<file path="config.mk">
export PLATFORM = sky130hd
export DESIGN_NAME = well512a_generator_flat
export DESIGN_NICKNAME = d
export VERILOG_FILES = /design/src/design/w512_pkg.sv /design/src/design/w512_if.sv /design/src/design/w512_pool.sv /design/src/design/well512a_generator.sv /design/src/flat_wrapper.sv
export SDC_FILE = /design/constraint.sdc
export NUM_CORES = 2
export LEC_CHECK = 0
export BUFFER_PORTS_ARGS = -buffer_cell sky130_fd_sc_hd__buf_4
export CAP_MARGIN = 30
export CORE_MARGIN = 2
export CORE_UTILIZATION = 50
export DETAILED_ROUTE_END_ITERATION = 7
export HOLD_SLACK_MARGIN = 0.03
export PLACE_DENSITY_LB_ADDON = 0.15
export SETUP_SLACK_MARGIN = 0.2
export SLEW_MARGIN = 10
export SYNTH_ARGS = -nofsm -noshare
export SYNTH_HDL_FRONTEND = slang
export SYNTH_HIERARCHICAL = 1
export SYNTH_SLANG_ARGS = --single-unit
</file>
<file path="constraint.sdc">
create_clock -name clk -period 8.33 [get_ports clk]
set_input_delay 1.666 -clock clk [delete_from_list [all_inputs] [get_ports clk]]
set_output_delay 1.666 -clock clk [all_outputs]
set_load 0.01 [all_outputs]
</file>
<file path="src/design/w512_pkg.sv">
`timescale 1ns / 1ps
// Shared types, constants and the state-advance function for the WELL512a generator.
// No dependencies; every other design file imports this package.
package w512_pkg;

	localparam int POOL_DEPTH = 16;
	localparam int SLOT_W     = 4;
	localparam int WORD_W     = 32;
	localparam int VALUE_W    = 53;
	localparam int LOW_W      = 21;

	localparam logic [WORD_W-1:0] TEMPER_MASK = 32'hda44_2d24;

	typedef enum logic [1:0] {
		MODE_WORD = 2'd0,
		MODE_FRAC = 2'd1,
		MODE_SEED = 2'd2
	} mode_t;

	// One command beat as held in the input register
	typedef struct packed {
		logic [1:0]        mode;
		logic [SLOT_W-1:0] seed_index;
		logic [WORD_W-1:0] seed_value;
	} cmd_t;

	// Pool kept rotated so that entry 0 is always the word at the current position
	typedef logic [POOL_DEPTH-1:0][WORD_W-1:0] pool_t;

	typedef struct packed {
		pool_t             pool;
		logic [WORD_W-1:0] word;
	} adv_t;

	// One step of the recurrence on the rotated pool. The position moves back by one,
	// which in rotated form is a shift up by one entry with the new word at entry 0.
	function automatic adv_t w512_advance(input pool_t r);
		logic [WORD_W-1:0] a;
		logic [WORD_W-1:0] c;
		logic [WORD_W-1:0] b;
		logic [WORD_W-1:0] c2;
		logic [WORD_W-1:0] na;
		logic [WORD_W-1:0] d;
		logic [WORD_W-1:0] old;
		logic [WORD_W-1:0] z;
		adv_t res;
		a   = r[0];
		c   = r[13];
		b   = a ^ c ^ (a << 16) ^ (c << 15);
		c2  = r[9] ^ (r[9] >> 11);
		na  = b ^ c2;
		d   = na ^ ((na << 5) & TEMPER_MASK);
		old = r[POOL_DEPTH-1];
		z   = old ^ b ^ d ^ (old << 2) ^ (b << 18) ^ (c2 << 28);
		res.pool[0] = z;
		res.pool[1] = na;
		for (int k = 2; k < POOL_DEPTH; k++) begin
			res.pool[k] = r[k-1];
		end
		res.word = z;
		return res;
	endfunction

endpackage

</file>
<file path="src/design/w512_if.sv">
`timescale 1ns / 1ps
// Valid/ready channel interfaces: command beats in, random value beats out.
// Widths follow w512_pkg.
interface w512_cmd_if;
	import w512_pkg::*;
	logic              valid;
	logic              ready;
	logic [1:0]        mode;
	logic [SLOT_W-1:0] seed_index;
	logic [WORD_W-1:0] seed_value;

	modport source (output valid, output mode, output seed_index, output seed_value,
		input ready);
	modport sink (input valid, input mode, input seed_index, input seed_value,
		output ready);
endinterface

interface w512_rnd_if;
	import w512_pkg::*;
	logic               valid;
	logic               ready;
	logic [VALUE_W-1:0] value;

	modport source (output valid, output value, input ready);
	modport sink (input valid, input value, output ready);
endinterface

</file>
<file path="src/design/w512_pool.sv">
`timescale 1ns / 1ps
// State pool of the generator: sixteen rotated words, the position and one or two advances.
// Depends on w512_pkg.
module w512_pool
	import w512_pkg::*;
(
	input  logic               clk,
	input  logic               arst_n,
	input  logic               fire,
	input  cmd_t               cmd,
	output logic [VALUE_W-1:0] value
);

	pool_t             pool_q;
	logic [SLOT_W-1:0] pos_q;
	adv_t              adv1;
	adv_t              adv2;
	logic [SLOT_W-1:0] seed_slot;

	always_comb begin
		adv1      = w512_advance(pool_q);
		adv2      = w512_advance(adv1.pool);
		// map the absolute seed index onto the rotated pool
		seed_slot = cmd.seed_index - pos_q;
		if (cmd.mode == MODE_FRAC) begin
			value = {adv1.word, adv2.word[LOW_W-1:0]};
		end else begin
			value = {{(VALUE_W-WORD_W){1'b0}}, adv1.word};
		end
	end

	always_ff @(posedge clk or negedge arst_n) begin
		if (!arst_n) begin
			pool_q <= '0;
			pos_q  <= '0;
		end else if (fire) begin
			case (cmd.mode)
				MODE_WORD: begin
					pool_q <= adv1.pool;
					pos_q  <= pos_q - SLOT_W'(1);
				end
				MODE_FRAC: begin
					pool_q <= adv2.pool;
					pos_q  <= pos_q - SLOT_W'(2);
				end
				MODE_SEED: begin
					pool_q[seed_slot] <= cmd.seed_value;
				end
				default: begin
				end
			endcase
		end
	end

endmodule

</file>
<file path="src/design/well512a_generator.sv">
`timescale 1ns / 1ps
// WELL512a generator, top level: input register, pool and result register.
// Depends on w512_pkg, w512_if and w512_pool.
//
// Usage:
//   cmd carries one command per beat: mode 0 draws a 32-bit word, mode 1 draws a
//   53-bit fraction numerator (divide by 2^53 in software), mode 2 writes seed_value
//   into pool word seed_index. Mode 3 does nothing. Seed writes give no result beat.
//   rnd carries one value per draw, in command order.
//   A draw is held in the input register, then its value is written into the result
//   register, which drives rnd.
//   Throughput: one command per cycle while rnd does not stall; the two advances
//   of the recurrence for a mode 1 draw are done within that cycle.
//   Reset clears the pool and the position to zero; an all-zero pool only ever
//   yields zero, so seed all sixteen words before drawing.
//   When rnd stalls, the result register holds its value and a pending draw waits
//   in the input register; cmd.ready drops only once both are occupied. Seed
//   writes behind a stalled result still complete.
module well512a_generator
	import w512_pkg::*;
(
	input logic        clk,
	input logic        arst_n,
	w512_cmd_if.sink   cmd,
	w512_rnd_if.source rnd
);

	logic               v_s1;
	cmd_t               cmd_s1;
	logic               res_s1;
	logic               fire_s1;
	logic               take;
	logic               rnd_valid_q;
	logic [VALUE_W-1:0] rnd_value_q;
	logic [VALUE_W-1:0] value;

	always_comb begin
		res_s1    = v_s1 && (cmd_s1.mode == MODE_WORD || cmd_s1.mode == MODE_FRAC);
		fire_s1   = v_s1 && (!res_s1 || !rnd_valid_q || rnd.ready);
		cmd.ready = !v_s1 || fire_s1;
		take      = cmd.valid && cmd.ready;
		rnd.valid = rnd_valid_q;
		rnd.value = rnd_value_q;
	end

	always_ff @(posedge clk or negedge arst_n) begin
		if (!arst_n) begin
			v_s1 <= 1'b0;
		end else if (take) begin
			v_s1 <= 1'b1;
		end else if (fire_s1) begin
			v_s1 <= 1'b0;
		end
	end

	always_ff @(posedge clk) begin
		if (take) begin
			cmd_s1.mode       <= cmd.mode;
			cmd_s1.seed_index <= cmd.seed_index;
			cmd_s1.seed_value <= cmd.seed_value;
		end
	end

	w512_pool u_pool (
		.clk    (clk),
		.arst_n (arst_n),
		.fire   (fire_s1),
		.cmd    (cmd_s1),
		.value  (value)
	);

	always_ff @(posedge clk or negedge arst_n) begin
		if (!arst_n) begin
			rnd_valid_q <= 1'b0;
		end else if (fire_s1 && res_s1) begin
			rnd_valid_q <= 1'b1;
		end else if (rnd.ready) begin
			rnd_valid_q <= 1'b0;
		end
	end

	always_ff @(posedge clk) begin
		if (fire_s1 && res_s1) begin
			rnd_value_q <= value;
		end
	end

	// never overwrite a result beat that is still waiting
	a_no_overwrite: assert property (@(posedge clk) disable iff (!arst_n)
		(rnd_valid_q && !rnd.ready) |-> !(fire_s1 && res_s1))
		else $error("result register overwritten while stalled");

	// an empty input register always takes a beat
	a_ready_when_empty: assert property (@(posedge clk) disable iff (!arst_n)
		!v_s1 |-> cmd.ready)
		else $error("input register empty but not ready");

	// seed writes never produce a result
	a_seed_silent: assert property (@(posedge clk) disable iff (!arst_n)
		(fire_s1 && cmd_s1.mode == MODE_SEED) |=> !$rose(rnd_valid_q))
		else $error("seed write produced a result beat");

	// a word draw leaves the upper bits clear
	a_word_upper_zero: assert property (@(posedge clk) disable iff (!arst_n)
		(fire_s1 && cmd_s1.mode == MODE_WORD) |=> rnd_value_q[VALUE_W-1:WORD_W] == '0)
		else $error("word draw has upper bits set");

endmodule
</file>
<file path="src/flat_wrapper.sv">
// flat-port wrapper written by rule: the top's interface ports become plain ports
module well512a_generator_flat import w512_pkg::*;
  (clk, arst_n, cmd_valid, cmd_mode, cmd_seed_index, cmd_seed_value, cmd_ready, rnd_valid, rnd_value, rnd_ready);
  w512_cmd_if cmd_i ();
  w512_rnd_if rnd_i ();
  input logic clk;
  input logic arst_n;
  input wire logic [$bits(cmd_i.valid)-1:0] cmd_valid;
  input wire logic [$bits(cmd_i.mode)-1:0] cmd_mode;
  input wire logic [$bits(cmd_i.seed_index)-1:0] cmd_seed_index;
  input wire logic [$bits(cmd_i.seed_value)-1:0] cmd_seed_value;
  output wire logic [$bits(cmd_i.ready)-1:0] cmd_ready;
  output wire logic [$bits(rnd_i.valid)-1:0] rnd_valid;
  output wire logic [$bits(rnd_i.value)-1:0] rnd_value;
  input wire logic [$bits(rnd_i.ready)-1:0] rnd_ready;
  assign cmd_i.valid = cmd_valid;
  assign cmd_i.mode = cmd_mode;
  assign cmd_i.seed_index = cmd_seed_index;
  assign cmd_i.seed_value = cmd_seed_value;
  assign cmd_ready = cmd_i.ready;
  assign rnd_valid = rnd_i.valid;
  assign rnd_value = rnd_i.value;
  assign rnd_i.ready = rnd_ready;
  well512a_generator u_core (.clk(clk), .arst_n(arst_n), .cmd(cmd_i), .rnd(rnd_i));
endmodule
</file>
After elaboration in Yosys (flattened, before gate mapping)
Index checks and enable logic that the tools add are counted.

Register bits after elaboration: 609. Output and inout bits: 55. Logic and storage cells: 82. Bits of input ports: 42.

Reduce and logical (&&, ||, !) cells: 19. Bitwise logic cells: 22. Order comparisons: 2. Eq/ne operators: 2. Add/subtract/negate cells: 3. Mux-type cells: 10.

Operator list (count): $pmux 512 s3 (1); $xor 32x32->32 (20); $bwmux 512 (1); $demux 32 s4 (1); $mux 32 (2); $xor 32x21->32 (2); $pmux 4 s2 (1); $reduce_bool 2->1 (3); $logic_and 1x1->1 (5); $lt 4x5->1 const B (1); $ge 4x1->1 const B (1); $logic_or 1x1->1 (4); $mux 1 (4); $reduce_and 2->1 (2); $sub 4x1->4 const B (1); $sub 4x2->4 const B (1); $sub 4x4->4 (1); $logic_not 1->1 (3); $reduce_bool 3->1 (1); $eq 2x1->1 const B (1); $eq 2x2->1 const B (1); $logic_not 2->1 (1).

Logic depth before layout (Yosys ltp)
Depth in word-level cells: 19. Gate-level depth with buffers: 12. Depth with buffers taken out: 10.

Hierarchy
The synthesis kept the hierarchy.

By module, submodules not included: w512_pool (cells an instance 4120, instances 1, area each 38921.1 um^2, sequential area each 12912.4 um^2); well512a_generator (cells an instance 102, instances 1, area each 2841.5 um^2, sequential area each 2782.7 um^2).

Worst setup path before layout
No wires, ideal clock.

Kind: input-to-reg. Start: input rnd_ready. End: register u_core.rnd_value_q[0] (netlist: u_core/rnd.value[0]) (enable). Path slack: 3686 ps. Stages: 2. Arrival: 4174 ps. Buffers on the path: 0. Cell sequence: nand2b_1 -> nor2b_1.

Longest elaborated chain between the ends: 3.

Ends and longest elaborated chain: start: declaration (line flat_wrapper.sv:15) `input wire logic [$bits(rnd_i.ready)-1:0] rnd_ready;`; $logic_or 1x1->1 (line well512a_generator.sv:39) `fire_s1 = v_s1 && (!res_s1 || !rnd_valid_q || rnd.ready);`; $logic_and 1x1->1 (line well512a_generator.sv:39); $logic_and 1x1->1 (line well512a_generator.sv:83) `if (fire_s1 && res_s1) begin`; end signal: assignment (line well512a_generator.sv:84) `rnd_value_q <= value;`; end: declaration (line well512a_generator.sv:34) `logic [VALUE_W-1:0] rnd_value_q;`.

Every way passes these cells. A chain may end at the register's enable or synchronous reset.

Final worst setup path
Start: register u_core.u_pool.pos_q[1]. End: register u_core.u_pool.pool_q (netlist bit u_core/u_pool/adv1[234]).

Longest elaborated chain between the ends: 7. Elaborated cells between the ends (all ways): 8.

Ends and longest elaborated chain: start: declaration (line w512_pool.sv:15) `logic [SLOT_W-1:0] pos_q;`; start signal: assignment (line w512_pool.sv:40) `pos_q <= pos_q - SLOT_W'(1);`; start signal: assignment (line w512_pool.sv:44) `pos_q <= pos_q - SLOT_W'(2);`; $sub 4x4->4 (*) (line w512_pool.sv:24) `seed_slot = cmd.seed_index - pos_q;`; $lt 4x5->1 (implied by the code) / $ge 4x1->1 (equally long branches) (line w512_pool.sv:47) `pool_q[seed_slot] <= cmd.seed_value;`; $logic_and 1x1->1 (implied by the code) (line w512_pool.sv:47); $mux 32 (implied by the code) (line w512_pool.sv:47); $demux 32 s4 (*) (line w512_pool.sv:47); $bwmux 512 (*) (line w512_pool.sv:47); $pmux 512 s3 (*) (line w512_pool.sv:37) `case (cmd.mode)`; end signal: assignment (line w512_pool.sv:39) `pool_q <= adv1.pool;`; end signal: assignment (line w512_pool.sv:43) `pool_q <= adv2.pool;`; end signal: indexed assignment (line w512_pool.sv:47); end: declaration (line w512_pool.sv:14) `pool_t pool_q;`.

Mark *: on every way between the ends. The rest lies on a longest branch, timed or not.

==> Flow_metrics.wiki <==
{| class="wikitable"
! Metric !! Value
|-
| Outcome || completed
|-
| Floorplan die area || 85,850 µm²
|-
| Setup CP Type || flop to flop
|-
| Slew at the pin closest to its max-slew limit || 1.239 ns
|-
| Max-Cap Viols || 0
|-
| Width of the chip || about 290 µm
|-
| Period utilization || 0.5079
|-
| Setup_tns || 0 ns
|-
| Cells after Synth || 4,222
|-
| Num CTS Buffers || between 70 and 80
|-
| Number of warning messages in the yosys log || 6
|-
| Per-instance average area after synthesis || between 9 and 10 µm²
|-
| Cell area after layout || 45,310 µm²
|-
| Max Freq || 236.3 MHz
|-
| Fin nets || 4,071
|-
| CTS clk-pin slew, worst paths || about 0.060 ns
|-
| Number of detailed-routing iterations run before antenna repair || 5
|-
| Antenna violations before repair || 8
|-
| Via count of the first global-routing pass || roughly 33,000
|-
| Instance area after placement || 42,750 µm²
|-
| Data arrival time at the worst-slack endpoint || 4.71 ns
|-
| Final min period || 4.231 ns
|-
| Number of gates given a new drive strength after cts || 0
|-
| Routed length per placed instance || 28.07 µm
|-
| Number of placement rows || 105
|-
| Tot GR Track Use || 0.3292
|-
| Mean number of vias per cell || 6.768
|-
| FF+latch count, synth || 609
|-
| Maximum resistive drop on vdd || 0.0002898 V
|-
| Share of the synthesized area in the top cell type || 0.3104
|-
| Data required time of the critical path || 8.81 ns
|-
| Synth-to-layout area growth || 8.494%
|-
| First-iteration detailed-routing DRC count || around 5,000
|-
| Starting density of the core || 0.5070
|-
| GPL Wtd Cong || 0.9189
|-
| Clock Skew || 0.03058 ns
|-
| Total setup violations reported at the end of the flow || 0
|-
| Hold-fix buffers at CTS || 0
|-
| Root Driver || sky130_fd_sc_hd__clkbuf_16
|-
| Worst Hold Margin || 0.5202 ns
|-
| Worst skew pair latency || 0.63 ns
|-
| Final HPWL DP || 85,600 µm
|-
| Startpoint type of the worst setup path || flop
|-
| Critical path endpoint category || flop
|-
| CTS tree || yes
|-
| Most common flop cell mapped by yosys || sky130_fd_sc_hd__dfrtp_1
|-
| IO Pins || 97
|-
| IO buf count || 96
|-
| Number of enable flip-flop cells after synthesis || 91
|-
| Wire length of the first global-routing pass || ~220,000 µm
|-
| Pwr Density || 418.1 nW/µm²
|-
| Crit Path Max Fanout || 20
|-
| Distinct cell type count after synthesis || 55
|-
| Clock tree buffer depth || 3
|-
| Top cells by count, synth || 639 x sky130_fd_sc_hd__o21ai_0, 518 x sky130_fd_sc_hd__dfrtp_1, 499 x sky130_fd_sc_hd__nand2_1
|-
| Number of setup buffers added after CTS || 0
|-
| GRT Residual Overflow || 0
|-
| Worst hold-check path type || flop to flop
|-
| Leakage power total || 18.31 nW
|-
| Share of flip-flops with an asynchronous set or reset || 0.8506
|-
| Number of fill cells in the layout || 7,212
|-
| Count of final max-slew check failures || 0
|-
| DRC violation count after routing || 0
|-
| Post-detailed-routing wire length || 144,500 µm
|-
| RSZ-0062 raised after global routing || false
|-
| Antenna-violating nets left || 0
|-
| Worst Setup Slack post-DPL || 3.739 ns
|-
| Via count of the routed design || 34,840
|-
| Vert. Die Dim || 293.0 µm
|-
| Fraction of layout cells with a size suffix above 1 || 0.2276
|-
| Core Util, Final || 0.5501
|-
| Number of sinks handled by clock tree synthesis || 609
|-
| Synthesized net count || 4,275
|-
| Core area || roughly 80,000 µm²
|-
| Cell type with the highest aggregate area in the netlist || sky130_fd_sc_hd__dfrtp_1
|-
| Final Hold Violating Endpoints || 0
|-
| Pin count of the biggest net entering global routing || about 180
|-
| CTS H-tree depth || 3
|-
| Worst setup slack after layout || 4.099 ns
|-
| Mapped cell area || 41,760 µm²
|-
| Normalized max-slew margin || 0.1742
|-
| Cell with the most instances after synthesis || sky130_fd_sc_hd__o21ai_0
|-
| Cell types with the largest area share after synthesis || sky130_fd_sc_hd__dfrtp_1 31%, sky130_fd_sc_hd__o21ai_0 7.7%, sky130_fd_sc_hd__a221oi_2 6.8%, sky130_fd_sc_hd__xnor2_1 6.7%, sky130_fd_sc_hd__edfxtp_1 6.5%
|-
| Sequential share of the synthesized area || 0.3758
|}
==> power by group <==
| part | internal, W | total, W | switching (W) |
|---|---|---|---|
| Clock | 0.00190 | 0.00327 | 0.00137 |
| Sequential | 0.00397 | 0.00536 | 0.00140 |
| Combinational | 0.00437 | 0.0103 | 0.00593 |
| Total | 0.0102 | 0.0189 | 0.00870 |
==> layer usage <==
metal / wire length [µm] / vias to the layer above / GRT usage
met5: 45 / - / 0
met4: 5396 / 6 / 0.1149
met3: 13870 / 299 / 0.07413
met2: 62400 / 1743 / 0.4729
met1: 62790 / 17550 / 0.4850
li1: - / 15240 / -
==> area by class of cell <==
| class | count | area (µm²) | area share |
|---|---|---|---|
| multi-input combinational | 3145 | 24220 | 0.5345 |
| sequential | 609 | 15700 | 0.3464 |
| clock buffer | 101 | 2086 | 0.04603 |
| timing repair buffer | 176 | 1618 | 0.03571 |
| tap | 1070 | 1339 | 0.02955 |
| clock inverter | 29 | 289.0 | 0.006379 |
| inverter | 13 | 56.30 | 0.001243 |
| antenna | 4 | 10.01 | 0.0002209 |
==> critical path, stage by stage, from the launching register on <==
cell and delay, ns:
sky130_fd_sc_hd__dfrtp_1 0.41, sky130_fd_sc_hd__inv_1 0.19, sky130_fd_sc_hd__ha_1 0.26, sky130_fd_sc_hd__nor2b_1 0.13
sky130_fd_sc_hd__o21a_1 0.23, sky130_fd_sc_hd__or3_1 0.63, sky130_fd_sc_hd__a21oi_4 0.83, sky130_fd_sc_hd__buf_4 0.59
sky130_fd_sc_hd__mux2_2 0.39, sky130_fd_sc_hd__a221oi_1 0.24, sky130_fd_sc_hd__o21ai_0 0.15
==> stage by stage <==
step                      total power, W  instances
after floorplan                  0.01175       4222
after global placement           0.01511       4998
after detailed placement         0.01526       5005
after CTS                        0.01857       5135
after global routing             0.01967       5143
final                            0.01894       5147
==> cells in the final DEF, fill, tap and decap left out, drive strengths merged, types with 39 or more instances in the layout <==
| master | instances |
|---|---|
| o21ai | 976 |
| dfrtp | 518 |
| nand2 | 499 |
| mux2 | 477 |
| a221oi | 463 |
| xnor2 | 328 |
| buf | 174 |
| clkbuf | 103 |
| edfxtp | 91 |
| nor2 | 87 |
| xor2 | 84 |
| a21oi | 52 |
| mux2i | 39 |
==> state kept, by name, indices dropped and copies added, names as in the netlist <==
name and cells:
u_core/cmd_s1 38, u_core/u_pool/pos_q 4, u_core/v_s1 1, u_core/u_pool/pool_q 64, u_core/rnd.valid 1, u_core/u_pool/adv1 448, u_core/rnd.value 53
==> path summary, 6_finish.rpt <==
path,start,to,cells past startpoint,slack [ns]
min in group asynchronous,arst_n,u_core/u_pool/adv1[240]$_DFFE_PN0P_,1,1.02
min,u_core/u_pool/pos_q[3]$_DFFE_PN0P_,u_core/u_pool/pos_q[3]$_DFFE_PN0P_,1,0.52
max,u_core/u_pool/pos_q[1]$_DFFE_PN0P_,u_core/u_pool/adv1[234]$_DFFE_PN0P_,10,4.10
min reg2reg,u_core/u_pool/pos_q[3]$_DFFE_PN0P_,u_core/u_pool/pos_q[3]$_DFFE_PN0P_,1,0.52
max in group asynchronous,arst_n,u_core/u_pool/adv1[215]$_DFFE_PN0P_,3,5.47
max reg2reg,u_core/u_pool/pos_q[1]$_DFFE_PN0P_,u_core/u_pool/adv1[234]$_DFFE_PN0P_,10,4.10
==> cell families after synthesis <==
kind of cell	synth area share
mux	0.1543
buf+inv	0.04728
fa+ha+maj	0.003475
flops	0.3758
compound gates	0.2664
simple gates	0.05929
xor+xnor	0.09344
Power figures use the tool's default switching activity.
